File: src/imm_pkg.sv
package imm_pkg;

   localparam int unsigned DATA_W = 32;
   localparam int unsigned IDX_W = 3;
   localparam int unsigned DIM_W = 4;
   localparam int unsigned CSR_ADDR_W = 4;
   localparam int unsigned CSR_DATA_W = 32;

   typedef enum logic [1:0] {
      ACT_LOAD_A = 2'd0,
      ACT_LOAD_B = 2'd1,
      ACT_START = 2'd2,
      ACT_NONE = 2'd3
   } action_type;

   typedef enum logic [1:0] {
      REG_ROWS_A = 2'd0,
      REG_INNER_DIM = 2'd1,
      REG_COLS_B = 2'd2,
      REG_UNUSED = 2'd3
   } reg_index_type;

   typedef enum logic [2:0] {
      ST_IDLE = 3'b001,
      ST_WAIT = 3'b010,
      ST_ISSUE = 3'b100
   } seq_state_type;

   typedef struct packed {
      action_type action;
      logic [IDX_W-1:0] elem_row;
      logic [IDX_W-1:0] elem_col;
      logic signed [DATA_W-1:0] elem_value;
   } req_type;

   typedef struct packed {
      logic [IDX_W-1:0] out_row;
      logic [IDX_W-1:0] out_col;
      logic signed [DATA_W-1:0] product_value;
      logic last;
   } rsp_type;

   typedef struct packed {
      logic valid;
      logic first;
      logic last_k;
      logic last;
      logic [IDX_W-1:0] row;
      logic [IDX_W-1:0] col;
   } ctl_type;

endpackage

File: src/imm_store.sv
module imm_store #(
   parameter int unsigned MAX_DIM = 8,
   parameter int unsigned AW = 6
) (
   input logic clock,
   input logic wr_a_i,
   input logic wr_b_i,
   input logic [AW-1:0] wr_addr_i,
   input logic [imm_pkg::DATA_W-1:0] wr_data_i,
   input logic [AW-1:0] rd_addr_a_i,
   input logic [AW-1:0] rd_addr_b_i,
   output logic [imm_pkg::DATA_W-1:0] rd_data_a_o,
   output logic [imm_pkg::DATA_W-1:0] rd_data_b_o
);

   localparam int unsigned DEPTH = MAX_DIM * MAX_DIM;

   logic [imm_pkg::DATA_W-1:0] a_store_ff [DEPTH];
   logic [imm_pkg::DATA_W-1:0] b_store_ff [DEPTH];
   logic [imm_pkg::DATA_W-1:0] rd_a_ff;
   logic [imm_pkg::DATA_W-1:0] rd_b_ff;

   always_ff @(posedge clock) begin
      if (wr_a_i) begin
         a_store_ff[wr_addr_i] <= wr_data_i;
      end
      rd_a_ff <= a_store_ff[rd_addr_a_i];
   end

   always_ff @(posedge clock) begin
      if (wr_b_i) begin
         b_store_ff[wr_addr_i] <= wr_data_i;
      end
      rd_b_ff <= b_store_ff[rd_addr_b_i];
   end

   assign rd_data_a_o = rd_a_ff;
   assign rd_data_b_o = rd_b_ff;

endmodule

File: config.mk
export PLATFORM = sky130hd
export DESIGN_NAME = imm_store
export DESIGN_NICKNAME = d
export VERILOG_FILES = /design/src/imm_pkg.sv /design/src/imm_store.sv
export SDC_FILE = /design/constraint.sdc
export NUM_CORES = 2
export LEC_CHECK = 0
export BUFFER_PORTS_ARGS = -buffer_cell sky130_fd_sc_hd__buf_2
export CORE_MARGIN = 2
export CORE_UTILIZATION = 50
export DETAILED_ROUTE_END_ITERATION = 6
export PLACE_DENSITY = 0.7
export SYNTH_ARGS = -nofsm -noshare
export SYNTH_HDL_FRONTEND = slang
export SYNTH_SLANG_ARGS = --single-unit
File: constraint.sdc
create_clock -name clock -period 3.8 [get_ports clock]
set_input_delay 0.19 -clock clock [delete_from_list [all_inputs] [get_ports clock]]
set_output_delay 0.19 -clock clock [all_outputs]
set_load 0.02 [all_outputs]
==> flow_summary.json <==
{
  "skew_ps": 56.4,
  "worstMarginPinSlew_ps": 1260,
  "coreArea_um2": 315000,
  "die-area_um2": 321000,
  "cts_root_buffer": "clkbuf_16",
  "path_class": "input port to flip-flop",
  "synth_edf_count": 4096,
  "routed_wl_um": 409000,
  "maxCapViolCount": 0,
  "cts_tree": "yes",
  "grt_first_pass_wirelength_um": 576000,
  "antenna_left": 0,
  "initial_core_util_pct": 50.2,
  "cts_sinks": 4160,
  "synth_top_area_share_pct": 77.8,
  "portBuffers": 116,
  "yosysSeqAreaShare_pct": 78.7,
  "synthFlopType": "edfxtp_1",
  "via_per_inst": 6.42,
  "drive_above_1_share_pct": 30.3,
  "synthesis.area_um2": 158000,
  "netlist_instances": 6821,
  "area_growth_pct": 14.4,
  "rsz0062_at_grt": "false",
  "clk_latency_ps": 970,
  "crit_path_end_kind": "flip-flop",
  "synthArstFlopShare_pct": 0,
  "crit_fanout": 65,
  "p_seq_share_pct": 52.9,
  "fmaxAchievable_ghz": 0.303,
  "grt_pass1_vias": 76400,
  "synth_area_per_cell_um2": 23.2,
  "cts_buffers": 405,
  "gr-usage-met2_pct": 41.0,
  "fillers": 21900,
  "vias": 76600,
  "place_congestion": 0.837,
  "max-slew-margin-rel_pct": 15.7,
  "grt_overflow": 0,
  "post_cts_resized": 0,
  "pin_count": 117,
  "status": "finished clean",
  "die_x_um": 566,
  "synth_area_leaders": "edfxtp_1 (78%), mux4_2 (15%), mux2i_1 (2.0%)",
  "antenna_found_initial": 42,
  "dp_hpwl_um": 231000,
  "combinationalPowerShare_pct": 5.3,
  "p_sw_share_pct": 21.7,
  "yosys.area.top_type": "edfxtp_1",
  "synthDistinctLibCells": 53,
  "setup_tns_ps": 0,
  "drt_iter0_markers": 11900,
  "final_hold_viol_count": 0,
  "p_leak_nw": 57.2,
  "synth_warnings": 0,
  "clk_path_buf_depth": 4,
  "fin_crit_sh_pct": 86.8,
  "post_cts_buffers": 0,
  "slew_violations": 0,
  "fp.dieH_um": 566,
  "synth_seq_cells": 4160,
  "cts_hold_buf": 40,
  "arrival_ps": 4190,
  "post_drt_wl_per_cell_um": 34.3,
  "met3_usage_pct": 4.62,
  "p_per_area_nw_per_um2": 534,
  "drc": 0,
  "grt_max_degree": 129,
  "p_clk_share_pct": 41.7,
  "worst_ep_required_time_ps": 4700,
  "top_usage_layer": "met2",
  "critPathLaunchType": "input port",
  "switchingPower_mw": 20.9,
  "internal_power_mw": 75.6,
  "setup_viol": 0,
  "dr.pass1.iters": 5,
  "hold_slack_ps": 163,
  "ir_worst_vdd_mv": 0.502,
  "syn_nets": 6874,
  "ctsHtreeMaxLevel": 5,
  "grt_usage_pct": 25.3,
  "path_clk_slew_ps": 60,
  "final_nets": 7460,
  "grt_use_met1_pct": 35.1,
  "fin_crit_ps": 3300,
  "hold_path.class": "input port to flip-flop",
  "rows": 206
}
[worst paths after layout]
path                 startpoint            endpoint  slack [ps]  cells past startpoint
max              rd_addr_b_i[2]     rd_data_b_o[13]         500                      8
min                wr_addr_i[5]  a_store_ff[35][13]         160                      4
max reg2reg  a_store_ff[11][24]     rd_data_a_o[24]        1190                      6
min reg2reg  a_store_ff[20][10]     rd_data_a_o[10]         840                      3
[flip-flops by register name (all words and copies together) (netlist names)]
name,cells
a_store_ff,2048
b_store_ff,2048
rd_data_a_o,32
rd_data_b_o,32
[worst max-delay path, cell delays in order]
cell,delay (ps)
dlygate4sd3_1,580
buf_8,550
and4b_1,450
buf_4,290
a22oi_1,410
nand4_1,380
nor3_1,1000
o2bb2a_1,290
[final cells by class]
type,count,area [um2],area share [%]
sequential,4160,124000,68.7
multi-input combinational,2270,32700,18.1
clock buffer,505,10800,5.99
tap,4160,5200,2.88
timing repair buffer,555,5050,2.79
clock inverter,246,2570,1.42
inverter,15,56.3,0.0311
antenna,17,42.5,0.0235
[power groups by stage]
| stage | clock network (mW) | logic [mW] | registers, mW |
|---|---|---|---|
| 2_1_floorplan | 0 | 2.49 | 52.0 |
| 3_3_place_gp | 0 | 4.99 | 52.0 |
| 3_5_place_dp | 0 | 5.09 | 52.0 |
| 4_1_cts | 40.6 | 5.15 | 51.1 |
| 5_1_grt | 42.3 | 5.37 | 51.0 |
| 6_report | 40.3 | 5.15 | 51.1 |
[placed cells by master (no fill, tap or decap), types with 38 or more instances in the layout]
cell / n
nor2_4: 128
buf_4: 358
clkinv_1: 62
mux2i_1: 322
a22oi_1: 121
buf_2: 76
edfxtp_1: 4096
dfxtp_1: 64
buf_12: 74
clkbuf_1: 73
clkbuf_16: 409
clkinv_2: 100
o211ai_1: 52
nand2_1: 192
dlygate4sd3_1: 40
mux2_2: 51
a21oi_1: 42
o22ai_1: 62
mux4_2: 1019
bufinv_16: 38
[kinds of logic (layout without fill, tap and decap cells)]
group                  count (synthesis)  count (layout)  synth area share [%]
multiplexers                        1392            1392                  16.9
AND/OR/NAND/NOR                      500             500                  1.43
flip-flops                          4160            4160                  78.7
other                                  0              17                     0
buffers and inverters                391            1321                  1.23
AO/OA/AOI/OAI                        378             378                  1.75
[through the flow]
step / total power, mW / instance area (um2) / worst slack, ps / utilization, % / instances
floorplan: 54.5 / 158000 / 733 / - / 6821
global placement: 57.0 / 167000 / 313 / 53.0 / 11100
detailed placement: 57.1 / 167000 / 265 / 53.0 / 11100
CTS: 96.8 / 181000 / 686 / 57.4 / 11900
global route: 98.7 / 181000 / 564 / 57.4 / 11900
finish: 96.5 / 181000 / 503 / 57.4 / 11900
[per-layer routing]
| layer | wire (um) | part of all wire (%) | vias up |
|---|---|---|---|
| met3 | 43300 | 11 | 688 |
| met2 | 200000 | 49 | 4664 |
| met5 | 66 | 0.016 | - |
| met1 | 151000 | 37 | 41000 |
| met4 | 13600 | 3.3 | 12 |
| li1 | - | - | 30300 |
[Yosys cell counts (27+ instances only)]
| cell | instances |
|---|---|
| a211oi_1 | 27 |
| nand2_1 | 192 |
| buf_4 | 58 |
| buf_2 | 133 |
| dfxtp_1 | 64 |
| edfxtp_1 | 4096 |
| o22ai_1 | 62 |
| buf_1 | 30 |
| mux2_2 | 51 |
| nor2b_1 | 37 |
| a22oi_1 | 121 |
| a21oi_1 | 42 |
| o211ai_1 | 52 |
| clkbuf_1 | 142 |
| mux4_2 | 1019 |
| nor2_1 | 158 |
| mux2i_1 | 322 |
Power figures use the tool's default switching activity.
