File: src/imm_pkg.sv
package imm_pkg;

   localparam int unsigned DATA_W = 32;
   localparam int unsigned IDX_W = 3;
   localparam int unsigned DIM_W = 4;
   localparam int unsigned CSR_ADDR_W = 4;
   localparam int unsigned CSR_DATA_W = 32;

   typedef enum logic [1:0] {
      ACT_LOAD_A = 2'd0,
      ACT_LOAD_B = 2'd1,
      ACT_START = 2'd2,
      ACT_NONE = 2'd3
   } action_type;

   typedef enum logic [1:0] {
      REG_ROWS_A = 2'd0,
      REG_INNER_DIM = 2'd1,
      REG_COLS_B = 2'd2,
      REG_UNUSED = 2'd3
   } reg_index_type;

   typedef enum logic [2:0] {
      ST_IDLE = 3'b001,
      ST_WAIT = 3'b010,
      ST_ISSUE = 3'b100
   } seq_state_type;

   typedef struct packed {
      action_type action;
      logic [IDX_W-1:0] elem_row;
      logic [IDX_W-1:0] elem_col;
      logic signed [DATA_W-1:0] elem_value;
   } req_type;

   typedef struct packed {
      logic [IDX_W-1:0] out_row;
      logic [IDX_W-1:0] out_col;
      logic signed [DATA_W-1:0] product_value;
      logic last;
   } rsp_type;

   typedef struct packed {
      logic valid;
      logic first;
      logic last_k;
      logic last;
      logic [IDX_W-1:0] row;
      logic [IDX_W-1:0] col;
   } ctl_type;

endpackage

File: src/imm_seq.sv
module imm_seq #(
   parameter int unsigned MAX_DIM = 8,
   parameter int unsigned AW = 6
) (
   input logic clock,
   input logic reset,
   input logic start_i,
   input logic [imm_pkg::DIM_W-1:0] rows_a_i,
   input logic [imm_pkg::DIM_W-1:0] inner_dim_i,
   input logic [imm_pkg::DIM_W-1:0] cols_b_i,
   input logic mac_busy_i,
   input logic out_free_i,
   output logic idle_o,
   output imm_pkg::ctl_type ctl_o,
   output logic [AW-1:0] addr_a_o,
   output logic [AW-1:0] addr_b_o
);

   localparam int unsigned CW = (MAX_DIM > 1) ? $clog2(MAX_DIM) : 1;
   localparam logic [imm_pkg::DIM_W-1:0] DIM_MAX = imm_pkg::DIM_W'(MAX_DIM);

   imm_pkg::seq_state_type state_ff, state_in;
   logic [CW-1:0] r_ff, r_in;
   logic [CW-1:0] c_ff, c_in;
   logic [CW-1:0] k_ff, k_in;
   logic fin_ff, fin_in;
   logic [imm_pkg::DIM_W-1:0] nr, nk, nc;
   logic last_k, last_c, last_r;

   function automatic logic [imm_pkg::DIM_W-1:0] clamp_dim(
      input logic [imm_pkg::DIM_W-1:0] v
   );
      logic [imm_pkg::DIM_W-1:0] res;
      if (v == '0) begin
         res = imm_pkg::DIM_W'(1);
      end else if (v > DIM_MAX) begin
         res = DIM_MAX;
      end else begin
         res = v;
      end
      return res;
   endfunction

   assign nr = clamp_dim(rows_a_i);
   assign nk = clamp_dim(inner_dim_i);
   assign nc = clamp_dim(cols_b_i);
   assign last_k = imm_pkg::DIM_W'(k_ff) == nk - imm_pkg::DIM_W'(1);
   assign last_c = imm_pkg::DIM_W'(c_ff) == nc - imm_pkg::DIM_W'(1);
   assign last_r = imm_pkg::DIM_W'(r_ff) == nr - imm_pkg::DIM_W'(1);

   always_comb begin
      state_in = state_ff;
      r_in = r_ff;
      c_in = c_ff;
      k_in = k_ff;
      fin_in = fin_ff;
      case (state_ff)
         imm_pkg::ST_IDLE: begin
            if (start_i) begin
               r_in = '0;
               c_in = '0;
               k_in = '0;
               fin_in = 1'b0;
               state_in = imm_pkg::ST_WAIT;
            end
         end
         imm_pkg::ST_WAIT: begin
            if (!mac_busy_i && out_free_i) begin
               state_in = fin_ff ? imm_pkg::ST_IDLE : imm_pkg::ST_ISSUE;
            end
         end
         imm_pkg::ST_ISSUE: begin
            if (last_k) begin
               k_in = '0;
               state_in = imm_pkg::ST_WAIT;
               if (last_c) begin
                  c_in = '0;
                  if (last_r) begin
                     fin_in = 1'b1;
                  end else begin
                     r_in = r_ff + CW'(1);
                  end
               end else begin
                  c_in = c_ff + CW'(1);
               end
            end else begin
               k_in = k_ff + CW'(1);
            end
         end
         default: begin
            state_in = imm_pkg::ST_IDLE;
         end
      endcase
   end

   always_ff @(posedge clock) begin
      if (reset) begin
         state_ff <= imm_pkg::ST_IDLE;
         fin_ff <= 1'b0;
      end else begin
         state_ff <= state_in;
         fin_ff <= fin_in;
      end
   end

   always_ff @(posedge clock) begin
      r_ff <= r_in;
      c_ff <= c_in;
      k_ff <= k_in;
   end

   assign idle_o = state_ff == imm_pkg::ST_IDLE;
   assign ctl_o.valid = state_ff == imm_pkg::ST_ISSUE;
   assign ctl_o.first = k_ff == '0;
   assign ctl_o.last_k = last_k;
   assign ctl_o.last = last_r & last_c;
   assign ctl_o.row = imm_pkg::IDX_W'(r_ff);
   assign ctl_o.col = imm_pkg::IDX_W'(c_ff);
   assign addr_a_o = AW'(int'(r_ff) * MAX_DIM + int'(k_ff));
   assign addr_b_o = AW'(int'(k_ff) * MAX_DIM + int'(c_ff));

   a_idle_drained : assert property (@(posedge clock) disable iff (reset)
      state_ff == imm_pkg::ST_IDLE && !$past(start_i) |-> !mac_busy_i)
      else $error("Sequencer idle while products are still in flight.");

   a_issue_after_wait : assert property (@(posedge clock) disable iff (reset)
      $rose(state_ff == imm_pkg::ST_ISSUE) |-> k_ff == '0 && $past(!mac_busy_i))
      else $error("New element issued before the previous one drained.");

endmodule

File: config.mk
export PLATFORM = sky130hd
export DESIGN_NAME = imm_seq
export DESIGN_NICKNAME = d
export VERILOG_FILES = /design/src/imm_pkg.sv /design/src/imm_seq.sv
export SDC_FILE = /design/constraint.sdc
export NUM_CORES = 1
export LEC_CHECK = 0
export BUFFER_PORTS_ARGS = -buffer_cell sky130_fd_sc_hd__clkbuf_2
export CELL_PAD_IN_SITES_DETAIL_PLACEMENT = 1
export CELL_PAD_IN_SITES_GLOBAL_PLACEMENT = 2
export CORE_MARGIN = 8
export CORE_UTILIZATION = 31
export CTS_BUF_LIST = sky130_fd_sc_hd__clkbuf_2 sky130_fd_sc_hd__clkbuf_4 sky130_fd_sc_hd__clkbuf_8
export CTS_CLUSTER_SIZE = 20
export DETAILED_ROUTE_END_ITERATION = 8
export GPL_TIMING_DRIVEN = 0
export PLACE_DENSITY_LB_ADDON = 0.1
export SLEW_MARGIN = 20
export SYNTH_ARGS = -nofsm -noshare
export SYNTH_HDL_FRONTEND = slang
export SYNTH_SLANG_ARGS = --single-unit
File: constraint.sdc
create_clock -name clock -period 3.2 [get_ports clock]
set_input_delay 0 -clock clock [delete_from_list [all_inputs] [get_ports clock]]
set_output_delay 0 -clock clock [all_outputs]
set_load 0.03 [all_outputs]
==> flow_summary.yaml <==
clock_network:
  cts-root-buf: "clkbuf_4"
  hold_buffers: 1
  cts.sinks: 13
  htreeDepth: 1
  cts_tree: "yes"
  clockBufferDepth: 2
  clock_latency_ns: 0.28
  postCtsSetupBuffers: 0
  cts_made_buffers: 3
  cts_resized: 0
  clkTransAtPathRegs_ns: 0.08
synth:
  ys_types: 34
  synth_top_family_by_area: "simple AND/OR/NAND/NOR gates"
  synth_ff_type: "edfxtp_1"
  muxShareOfSynthArea_pct: 0
  synth_nets: 128
  synth_compound_area_share_pct: 14.1
  synth_warnings: 0
  syn_inst: 104
  ys_seq_area_share_pct: 34.9
  synth_xor_area_share_pct: 10.5
  ys_async_sr_fraction_pct: 0
  yosys_register_bits: 13
  synth_fa_ha_area_share_pct: 8.73
  synth-edff-count: 9
  syn_area_um2: 1000
  avgSynthCellArea_um2: 9.65
  synthSimpleGateAreaFrac_pct: 20.6
detailed_routing:
  wirelength_um: 2340
  ant_nets: 0
  wl_per_cell_um: 12.2
  vias: 841
  drc: 0
  viasPerCell: 4.38
  dr.pass1.iters: 2
  first_iter_violations: 13
finish:
  layout_commonest_cell: "clkbuf_2"
  final_util_pct: 42.0
  fill_cells: 390
  area_delta_synth_final_pct: 28.9
  final_cell_mix: "clkbuf_2, buf_4, nor2_1, xnor2_1, edfxtp_1"
  diodes: 0
  layout-drive-gt1-share_pct: 42.6
  nets: 173
worst_setup_path:
  criticalPathCategory: "flip-flop to flip-flop"
  critical_path.max_stage_delay_ns: 0.48
  crit_path_cell_trace: "xnor2_1 > xnor2_1 > a211oi_2 > nor2_1 > a211oi_2"
  path_max_fanout: 5
  crit_path_top_delay_cell: "edfxtp_1"
  crit_path_end_kind: "flip-flop"
  required_ns: 3.15
  crit_path_start_kind: "flip-flop"
  critPathArrivalTime_ns: 1.94
floorplanning:
  coreArea_um2: 3080
  placementRows: 20
  die_w_um: 72.9
  die_y_um: 72.9
  io_pins: 40
  die-area_um2: 5310
  start_util_pct: 32.6
grt:
  grt_max_degree: 8
  antenna_found_initial: 0
  grt_pass1_wl_um: 4110
  grt.overflow.total: 0
  grt_pass1_vias: 915
  grt_util_all_layers_pct: 9.34
outcome:
  outcome: "finished clean"
flow_run:
  drv_cap: 0
power:
  leakagePower_nw: 0.627
  peakVddDrop_uv: 179
  power.total_mw: 0.463
  powerDensity_nw_per_um2: 358
place:
  io_buffers: 39
  dp_hpwl_um: 2050
  gp_routability_congestion: 0.755
timing:
  slew_viol_final: 0
  worst_slew_pin_slew_ns: 0.345
  fin_crit_sh_pct: 62.3
  post-route-min-period_ns: 1.99
  fmax_mhz: 501
  setup_viol: 0
  relSlewSlack_pct: 76.9
  fin_skew_ns: 0.0126
  finalHoldViolCount: 0
  rsz0062_at_grt: "false"
  finalSetupTns_ns: 0
worst_hold_path:
  hp-class: "primary input to flip-flop"
-- through the flow --
step           cell area (um2)  worst slack (ns)  hold WS (ns)  instances
6_report                  1290              1.21        0.0137        192
5_1_grt                   1290             0.990        0.0437        192
4_1_cts                   1290              1.18        0.0144        192
3_5_place_dp              1250             0.894         0.226        187
3_3_place_gp              1250              1.03         0.233        187
2_1_floorplan             1000              1.26        0.0691        104
-- registers in the layout, indices dropped and copies added, names as in the netlist --
register  flops
c_ff          3
r_ff          3
state_ff      3
fin_ff        1
k_ff          3
-- power by group --
group	internal, mW	leakage (nW)	switching (mW)	total, mW
Sequential	0.190	0.122	0.0116	0.201
Clock	0.0568	0.0184	0.0516	0.108
Combinational	0.0659	0.487	0.0878	0.154
-- Yosys cell counts (all sizes together), types with 2 or more instances --
library cell | instances | area share [%]
a211o | 2 | 1.7
a211oi | 2 | 2.5
a21oi | 2 | 1.0
a31oi | 2 | 1.2
and2 | 2 | 1.2
buf | 11 | 8.2
dfxtp | 4 | 8.0
edfxtp | 9 | 27
ha | 7 | 8.7
inv | 7 | 2.6
nand2 | 3 | 1.1
nand2b | 6 | 4.5
nor2 | 11 | 4.4
nor2b | 4 | 2.5
o21ba | 3 | 3.0
o31ai | 3 | 2.2
or2 | 4 | 2.7
xnor2 | 9 | 7.9
xor2 | 3 | 2.6
-- final cells by class --
type	count	area (um2)	share of cell area, %
multi-input combinational	72	541	41.8
sequential	13	350	27.1
timing repair buffer	40	205	15.9
buffer	12	86.3	6.67
tap	44	55.1	4.26
clock buffer	4	30.0	2.32
inverter	7	26.3	2.03
-- path summary, 6_finish.rpt --
path / start / to / slack (ns) / cells past startpoint
min reg2reg: fin_ff / state_ff[2] / 0.56 / 2
max: k_ff[2] / r_ff[1] / 1.21 / 5
max reg2reg: k_ff[2] / r_ff[1] / 1.21 / 5
min: out_free_i / state_ff[0] / 0.01 / 3
-- critical path, delay by kind of cell (launching register included) --
kind / cells / cell delay, ns
compound gates: 2 / 0.68
flops: 1 / 0.48
xor+xnor: 2 / 0.34
simple gates: 1 / 0.17
-- kinds of logic (layout without fill, tap and decap cells) --
kind of cell               Yosys count  in the layout
and+or+nand+nor                     36             36
DFF                                 13             13
xor gates and xnor gates            12             12
adders and majority gates            7              7
buffers and inverters               19             63
AOI/OAI and AO/OA                   17             17
-- routing by layer --
| metal | vias up | global-route usage, % | routed length [um] |
|---|---|---|---|
| li1 | 431 | - | - |
| met1 | 381 | 10.5 | 1070 |
| met2 | 29 | 15.8 | 1060 |
| met3 | 0 | 4.12 | 205 |
| met4 | 0 | 2.00 | 0 |
| met5 | - | 0 | 0 |
Power figures use the tool's default switching activity.
