**src/imm_pkg.sv**
```systemverilog
package imm_pkg;

   localparam int unsigned DATA_W = 32;
   localparam int unsigned IDX_W = 3;
   localparam int unsigned DIM_W = 4;
   localparam int unsigned CSR_ADDR_W = 4;
   localparam int unsigned CSR_DATA_W = 32;

   typedef enum logic [1:0] {
      ACT_LOAD_A = 2'd0,
      ACT_LOAD_B = 2'd1,
      ACT_START = 2'd2,
      ACT_NONE = 2'd3
   } action_type;

   typedef enum logic [1:0] {
      REG_ROWS_A = 2'd0,
      REG_INNER_DIM = 2'd1,
      REG_COLS_B = 2'd2,
      REG_UNUSED = 2'd3
   } reg_index_type;

   typedef enum logic [2:0] {
      ST_IDLE = 3'b001,
      ST_WAIT = 3'b010,
      ST_ISSUE = 3'b100
   } seq_state_type;

   typedef struct packed {
      action_type action;
      logic [IDX_W-1:0] elem_row;
      logic [IDX_W-1:0] elem_col;
      logic signed [DATA_W-1:0] elem_value;
   } req_type;

   typedef struct packed {
      logic [IDX_W-1:0] out_row;
      logic [IDX_W-1:0] out_col;
      logic signed [DATA_W-1:0] product_value;
      logic last;
   } rsp_type;

   typedef struct packed {
      logic valid;
      logic first;
      logic last_k;
      logic last;
      logic [IDX_W-1:0] row;
      logic [IDX_W-1:0] col;
   } ctl_type;

endpackage

```
**src/imm_mac.sv**
```systemverilog
module imm_mac (
   input logic clock,
   input logic reset,
   input imm_pkg::ctl_type ctl_i,
   input logic [imm_pkg::DATA_W-1:0] a_i,
   input logic [imm_pkg::DATA_W-1:0] b_i,
   output logic busy_o,
   output logic res_valid_o,
   output imm_pkg::rsp_type res_o
);

   imm_pkg::ctl_type ctl_d1_ff;
   imm_pkg::ctl_type ctl_d2_ff;
   logic [imm_pkg::DATA_W-1:0] prod_ff;
   logic [imm_pkg::DATA_W-1:0] prod_in;
   logic [imm_pkg::DATA_W-1:0] acc_ff;
   logic [imm_pkg::DATA_W-1:0] acc_in;

   // Only the low word of the product is kept, which is the same for signed operands.
   assign prod_in = imm_pkg::DATA_W'(a_i * b_i);
   assign acc_in = ctl_d2_ff.first ? prod_ff : acc_ff + prod_ff;

   always_ff @(posedge clock) begin
      if (reset) begin
         ctl_d1_ff <= '0;
         ctl_d2_ff <= '0;
      end else begin
         ctl_d1_ff <= ctl_i;
         ctl_d2_ff <= ctl_d1_ff;
      end
   end

   always_ff @(posedge clock) begin
      if (ctl_d1_ff.valid) begin
         prod_ff <= prod_in;
      end
      if (ctl_d2_ff.valid) begin
         acc_ff <= acc_in;
      end
   end

   assign busy_o = ctl_d1_ff.valid | ctl_d2_ff.valid;
   assign res_valid_o = ctl_d2_ff.valid & ctl_d2_ff.last_k;
   assign res_o.out_row = ctl_d2_ff.row;
   assign res_o.out_col = ctl_d2_ff.col;
   assign res_o.product_value = acc_in;
   assign res_o.last = ctl_d2_ff.last;

   a_terms_contiguous : assert property (@(posedge clock) disable iff (reset)
      ctl_d2_ff.valid && !ctl_d2_ff.first |-> $past(ctl_d2_ff.valid))
      else $error("Accumulation term arrived without its predecessor.");

   a_first_pipe : assert property (@(posedge clock) disable iff (reset)
      ctl_d1_ff.valid && !ctl_d1_ff.first |-> ctl_d2_ff.valid && !ctl_d2_ff.last_k)
      else $error("Element terms interleaved in the multiply pipeline.");

endmodule

```
**config.mk**
```make
export PLATFORM = sky130hd
export DESIGN_NAME = imm_mac
export DESIGN_NICKNAME = d
export VERILOG_FILES = /design/src/imm_pkg.sv /design/src/imm_mac.sv
export SDC_FILE = /design/constraint.sdc
export NUM_CORES = 1
export LEC_CHECK = 0
export BUFFER_PORTS_ARGS = -buffer_cell sky130_fd_sc_hd__buf_2
export CELL_PAD_IN_SITES_DETAIL_PLACEMENT = 0
export CELL_PAD_IN_SITES_GLOBAL_PLACEMENT = 1
export CORE_MARGIN = 2
export CORE_UTILIZATION = 54
export DETAILED_ROUTE_END_ITERATION = 10
export PLACE_DENSITY = 0.95
export SLEW_MARGIN = 20
export SYNTH_ARGS = -nofsm -noshare
export SYNTH_HDL_FRONTEND = slang
export SYNTH_SLANG_ARGS = --single-unit
```
**constraint.sdc**
```tcl
create_clock -name clock -period 11.25 [get_ports clock]
set_input_delay 1.125 -clock clock [delete_from_list [all_inputs] [get_ports clock]]
set_output_delay 1.125 -clock clock [all_outputs]
set_load 0.01 [all_outputs]
```
==> results of run 1 <==
-- critical path: cells and delay by family --
family	cells	cell delay (ps)
buffers and inverters	4	560
adders and majority gates	9	4420
and+or+nand+nor	4	670
AOI/OAI and AO/OA	4	840
xor gates and xnor gates	1	150
-- layout make-up --
type | instances | area share
clock buffers | 9 | 0.0106
clock inverters | 7 | 0.00359
inverters | 412 | 0.0728
multi-input cells | 1567 | 0.747
flip-flops and latches | 84 | 0.109
well taps | 468 | 0.0276
repair buffers | 120 | 0.0288
-- flip-flops by register name, indices dropped and copies added (netlist names) --
signal	cells
res_o	7
prod_ff	32
ctl_d2_ff	3
acc_ff	32
ctl_d1_ff	10
-- cell families after synthesis --
logic type	Yosys count	share of synthesized area
muxes	2	0.00105
xor gates and xnor gates	106	0.0460
DFF	84	0.115
buffers and inverters	517	0.0987
AOI/OAI and AO/OA	191	0.0615
and+or+nand+nor	705	0.176
adders and majority gates	563	0.501
-- cells in the final DEF, fill, tap and decap left out, types with 7 or more instances in the layout --
cell type    n
dfxtp_1     19
nand2_1    316
clkbuf_16    9
o211ai_1     7
nor2_1      31
nor3_1       9
fa_1       409
nand3_1     12
xnor2_1     75
edfxtp_1    64
ha_1       154
nor2b_1     27
buf_2      116
o21a_1       7
o21ai_1     13
inv_1      410
xor2_1      31
a211oi_1     7
a21o_1      19
and2_1     275
a21oi_1     59
o21ai_0     33
-- metal layers --
| layer | share of wire | vias up | wire [um] | track usage |
|---|---|---|---|---|
| met3 | 0.054 | 76 | 2600 | 0.0196 |
| met2 | 0.49 | 445 | 23300 | 0.447 |
| met5 | 0 | - | 0 | 0 |
| met1 | 0.43 | 7358 | 20500 | 0.359 |
| met4 | 0.033 | 0 | 1580 | 0.0858 |
| li1 | - | 6596 | - | - |
-- through the flow --
stage | util | instance area (um2) | cells | hold slack [ps] | setup slack, ps
floorplan | - | 20200 | 2168 | 414 | 3740
global placement | 0.570 | 20900 | 2651 | 416 | 3470
detailed placement | 0.570 | 20900 | 2651 | 423 | 3260
CTS | 0.579 | 21200 | 2667 | 444 | 3640
global route | 0.579 | 21200 | 2667 | 458 | 3320
finish | 0.579 | 21200 | 2667 | 444 | 3560
-- final timing paths --
path | start | to | slack [ps] | cells after the start
min reg2reg | ctl_d1_ff[1]$_SDFF_PP0_ | res_o[34]$_SDFF_PP0_ | 440 | 1
max | b_i[2] | prod_ff[31]$_DFFE_PP_ | 3560 | 22
max reg2reg | prod_ff[0]$_DFFE_PP_ | acc_ff[30]$_DFFE_PP_ | 8130 | 11
min | ctl_d1_ff[1]$_SDFF_PP0_ | res_o[34]$_SDFF_PP0_ | 440 | 1
==> impl_metrics.env, run 1 <==
export IMPL_antenna_found_initial=0
export IMPL_critical_path_most_common_cell="fa_1"
export IMPL_hpwlAfterDp_mm=39.4
export IMPL_status="finished clean"
export IMPL_cts_made_buffers=9
export IMPL_area_sequential_mm2=0.00232
export IMPL_max_stage_delay_ps=580
export IMPL_dr_first_iter_drc_count=860
export IMPL_slew_headroom=0.502
export IMPL_maxSlewViolCount=0
export IMPL_synth_common_cells="inv_1, fa_1, nand2_1"
export IMPL_post_cts_setup_buffers=0
export IMPL_ys_seq_area_frac=0.115
export IMPL_critPathKind="in2reg"
export IMPL_cts_clk_slew_worst_paths_ps=80
export IMPL_die_h_um=197
export IMPL_syn_inst=2168
export IMPL_ys_types=70
export IMPL_crit_chain="buf_2 > nand2_1 > fa_1 > fa_1 > fa_1 > fa_1 > inv_1 > fa_1 > inv_1 > fa_1 > fa_1 > fa_1 > inv_1 > ha_1 > and3_1 > and2_1 > nand3_1 > o22ai_1 > a21oi_1 > a311oi_1 > a31oi_1 > xnor2_1"
export IMPL_drc_errors=0
export IMPL_async_flop_share=0
export IMPL_report_final_setup_viol=0
export IMPL_synth_edf_count=64
export IMPL_htree_num_levels=3
export IMPL_finalWirelength_mm=48.0
export IMPL_antenna_cells=0
export IMPL_routed_via_density=5.43
export IMPL_cp_slowest_cell="fa_1"
export IMPL_yosysMostFrequentCell="inv_1"
export IMPL_synth_area_leaders="fa_1, ha_1, edfxtp_1"
export IMPL_clock_fmax_ghz=0.130
export IMPL_io_pins=117
export IMPL_clkSinkCount=84
export IMPL_clock_skew_ps=15.8
export IMPL_tightestPinTransition_ps=748
export IMPL_globalRouteTotalUtil=0.262
export IMPL_post_cts_hold_buffer_count=0
export IMPL_drtAntennaViolNets=0
export IMPL_maxCapViolCount=0
export IMPL_cts_root_buf="clkbuf_16"
export IMPL_n_fill_cell=3168
export IMPL_yosys_warnings=0
export IMPL_min_period_ps=7690
export IMPL_area_delta_synth_final_pct=5.23
export IMPL_row_count=70
export IMPL_cts_tree="built"
export IMPL_clk_path_buf_depth=2
export IMPL_rsz0062_at_grt="false"
export IMPL_cp_start_kind="input port"
export IMPL_fp_coreArea_mm2=0.0367
export IMPL_yosys_most_used_dff="edfxtp_1"
export IMPL_drtPass1Iterations=5
export IMPL_tns_ps=0
export IMPL_synth_avg_cell_area_um2=9.31
export IMPL_finalHoldViolCount=0
export IMPL_arrival_ps=7770
export IMPL_fin_nets=2833
export IMPL_die_w_um=197
export IMPL_vias=14500
export IMPL_grt_pass1_wl_mm=80.1
export IMPL_hp_class="reg2reg"
export IMPL_multi_input_area_mm2=0.0159
export IMPL_synth_seq_cells=84
export IMPL_cp_max_fo=30
export IMPL_initial_utilization=0.550
export IMPL_drive_above_1_share=0.0723
export IMPL_fin_crit_sh=0.684
export IMPL_synth_nets=2807
export IMPL_synth_top_area_frac=0.406
export IMPL_die_area_mm2=0.0389
export IMPL_grt_overflow_total=0
export IMPL_grt_pass1_vias=15600
export IMPL_cp_required_ps=11330
export IMPL_grt_start_max_net_pins=66
export IMPL_routedWlPerCell_um=18.0
export IMPL_yosys_area_top_type="fa_1"
export IMPL_mappedNetlistArea_mm2=0.0202
export IMPL_cts_resized=0
export IMPL_gp_congestion=0.921
export IMPL_clk_latency_ps=350
export IMPL_io_buffers=116
export IMPL_endpoint_kind="flip-flop"
Power of run 1 is left out: the tool's default activity adds up to more than one toggle a clock period on the data nets, which glitch-free logic cannot reach.
==> run 2, diff against run 1 <==
ABC_AREA = 1   (was not set)
CORE_UTILIZATION = 48   (was 54)
PLACE_DENSITY = 0.92   (was 0.95)
clock period = 7.3 ns   (was 11.25 ns; I/O delays follow)
==> impl_metrics.env, run 2 <==
export IMPL_hp_class="reg2reg"
export IMPL_cp_required_ps=7380
export IMPL_mostFrequentLayoutCells="nand2_1, inv_1, fa_1"
export IMPL_globalRouteTotalUtil=0.263
export IMPL_maxCapViolCount=0
export IMPL_gp_congestion=0.921
export IMPL_report_final_setup_viol=0
export IMPL_slew_headroom=0.614
export IMPL_yosys_warnings=0
export IMPL_ys_types=50
export IMPL_fin_crit_sh=0.965
export IMPL_cts_tree="built"
export IMPL_vias=17300
export IMPL_grt_overflow_total=0
export IMPL_crit_start="b_i[10]"
export IMPL_synth_simple_gate_area_frac=0.187
export IMPL_syn_inst=2788
export IMPL_synth_compound_area_frac=0.0468
export IMPL_yosys_area_top_type="fa_1"
export IMPL_area_delta_synth_final_pct=7.34
export IMPL_post_cts_setup_buffers=0
export IMPL_reg2reg_to="acc_ff[25]$_DFFE_PP_"
export IMPL_hold_end="res_o[34]$_SDFF_PP0_"
export IMPL_grt_pass1_wl_mm=96.0
export IMPL_drc_errors=0
export IMPL_drive_above_1_share=0.0789
export IMPL_synth_xor_area_frac=0.0196
export IMPL_finalHoldViolCount=0
export IMPL_maxSlewViolCount=0
export IMPL_synth_edf_count=64
export IMPL_synth_top_area_frac=0.383
export IMPL_initial_utilization=0.485
export IMPL_die_w_um=215
export IMPL_rsz0062_at_grt="false"
export IMPL_die_h_um=215
export IMPL_clock_skew_ps=7.91
export IMPL_clk_path_buf_depth=2
export IMPL_fp_coreArea_mm2=0.0441
export IMPL_fin_nets=3498
export IMPL_tightestPinTransition_ps=579
export IMPL_cp_max_fo=10
export IMPL_min_period_ps=7050
export IMPL_antenna_found_initial=0
export IMPL_cts_clk_slew_worst_paths_ps=60
export IMPL_finalWirelength_mm=58.9
export IMPL_post_cts_hold_buffer_count=0
export IMPL_yosysMostFrequentCell="nand2_1"
export IMPL_dr_first_iter_drc_count=1326
export IMPL_grt_pass1_vias=18600
export IMPL_io_buffers=116
export IMPL_mappedNetlistArea_mm2=0.0214
export IMPL_antenna_cells=0
export IMPL_grt_start_max_net_pins=42
export IMPL_routedWlPerCell_um=17.0
export IMPL_hpwlAfterDp_mm=50.6
export IMPL_row_count=77
export IMPL_synth_top_family_by_area="adder cells"
export IMPL_endpoint_kind="flip-flop"
export IMPL_synth_avg_cell_area_um2=7.67
export IMPL_min_path_cells=2
export IMPL_routed_via_density=5.01
export IMPL_yosys_most_used_dff="edfxtp_1"
export IMPL_placed_area_mm2=0.0227
export IMPL_synth_fa_ha_area_frac=0.473
export IMPL_clk_latency_ps=350
export IMPL_synth_seq_cells=84
export IMPL_cts_root_buf="clkbuf_16"
export IMPL_largestRegisters="acc_ff x32, prod_ff x32, ctl_d1_ff x10"
export IMPL_cts_resized=0
export IMPL_clkSinkCount=84
export IMPL_htree_num_levels=3
export IMPL_fin_area_mm2=0.0230
export IMPL_cp_start_kind="input port"
export IMPL_io_pins=117
export IMPL_async_flop_share=0
export IMPL_critPathKind="in2reg"
export IMPL_arrival_ps=7120
export IMPL_synth_nets=3427
export IMPL_reg2reg_depth=9
export IMPL_status="finished clean"
export IMPL_synth_area_mux_share=0
export IMPL_drtPass1Iterations=7
export IMPL_clock_fmax_ghz=0.142
export IMPL_synth_common_cells="nand2_1, inv_1, fa_1"
export IMPL_die_area_mm2=0.0463
export IMPL_drtAntennaViolNets=0
export IMPL_synth_area_leaders="fa_1, nand2_1, inv_1"
export IMPL_worstHoldStart="ctl_d1_ff[1]$_SDFF_PP0_"
export IMPL_final_common_cell="nand2_1"
export IMPL_cts_made_buffers=9
export IMPL_r2r_start="prod_ff[19]$_DFFE_PP_"
export IMPL_reg2reg_slack_ps=4550
export IMPL_ys_seq_area_frac=0.109
==> run 2: cell types whose count changed in the layout (fill, tap and decap cells not counted), sizes merged, moves of 52 or more <==
cell and delta:
nand3 +62, nand2 +487, and2 -277, buf +59
xnor2 -52, nor2 +53, inv +388
==> run 2: worst max path at each step <==
stage,endpoint,slack (ps),cells after the start
final,prod_ff[28]$_DFFE_PP_,250,24
after global placement,prod_ff[28]$_DFFE_PP_,80,24
after detailed placement,prod_ff[28]$_DFFE_PP_,-40,24
after global routing,prod_ff[28]$_DFFE_PP_,10,23
after CTS,prod_ff[28]$_DFFE_PP_,310,24
after floorplan,prod_ff[26]$_DFFE_PP_,430,25
==> run 2: cell families after synthesis <==
group / after synthesis
flip-flops: 84
AO/OA/AOI/OAI: 168
AND/OR/NAND/NOR: 1006
adder cells (fa/ha/maj): 563
XOR/XNOR: 47
buffers and inverters: 920
==> run 2: worst max-delay path, stage by stage <==
cell	delay, ps
buf_2	280
buf_4	250
nand2_1	90
fa_1	500
inv_1	60
fa_1	530
inv_1	60
fa_1	560
inv_1	60
fa_1	500
inv_1	60
fa_1	550
inv_1	50
fa_1	370
inv_1	90
fa_1	440
fa_1	490
inv_1	40
ha_1	340
nand2_1	170
nor2_1	80
a221oi_1	370
o211ai_1	220
xor2_1	190
==> run 2: layout make-up <==
| type | count | area [um2] |
|---|---|---|
| multi-input combinational | 1784 | 15500 |
| fill | 4336 | 21200 |
| tap | 592 | 741 |
| inverter | 801 | 3010 |
| clock inverter | 5 | 33.8 |
| timing repair buffer | 179 | 1080 |
| sequential | 84 | 2320 |
| clock buffer | 11 | 243 |
==> run 2: routing by layer <==
layer,vias up,global-route usage,wire length [um]
li1,8147,-,-
met1,8455,0.341,24400
met5,-,0,0
met4,0,0.0869,2120
met3,115,0.0277,4010
met2,607,0.463,28300
==> run 2: metrics by stage <==
step | instances | utilization | hold WS (ps) | setup slack, ps | TNS (ps)
2_1_floorplan | 2788 | - | 388 | 430 | 0
3_3_place_gp | 3440 | 0.514 | 390 | 82.8 | 0
3_5_place_dp | 3440 | 0.514 | 394 | -43.3 | -43.3
4_1_cts | 3456 | 0.520 | 403 | 312 | 0
5_1_grt | 3456 | 0.520 | 426 | 13.2 | 0
6_report | 3456 | 0.520 | 401 | 254 | 0
Power of run 2 is left out for the same reason.
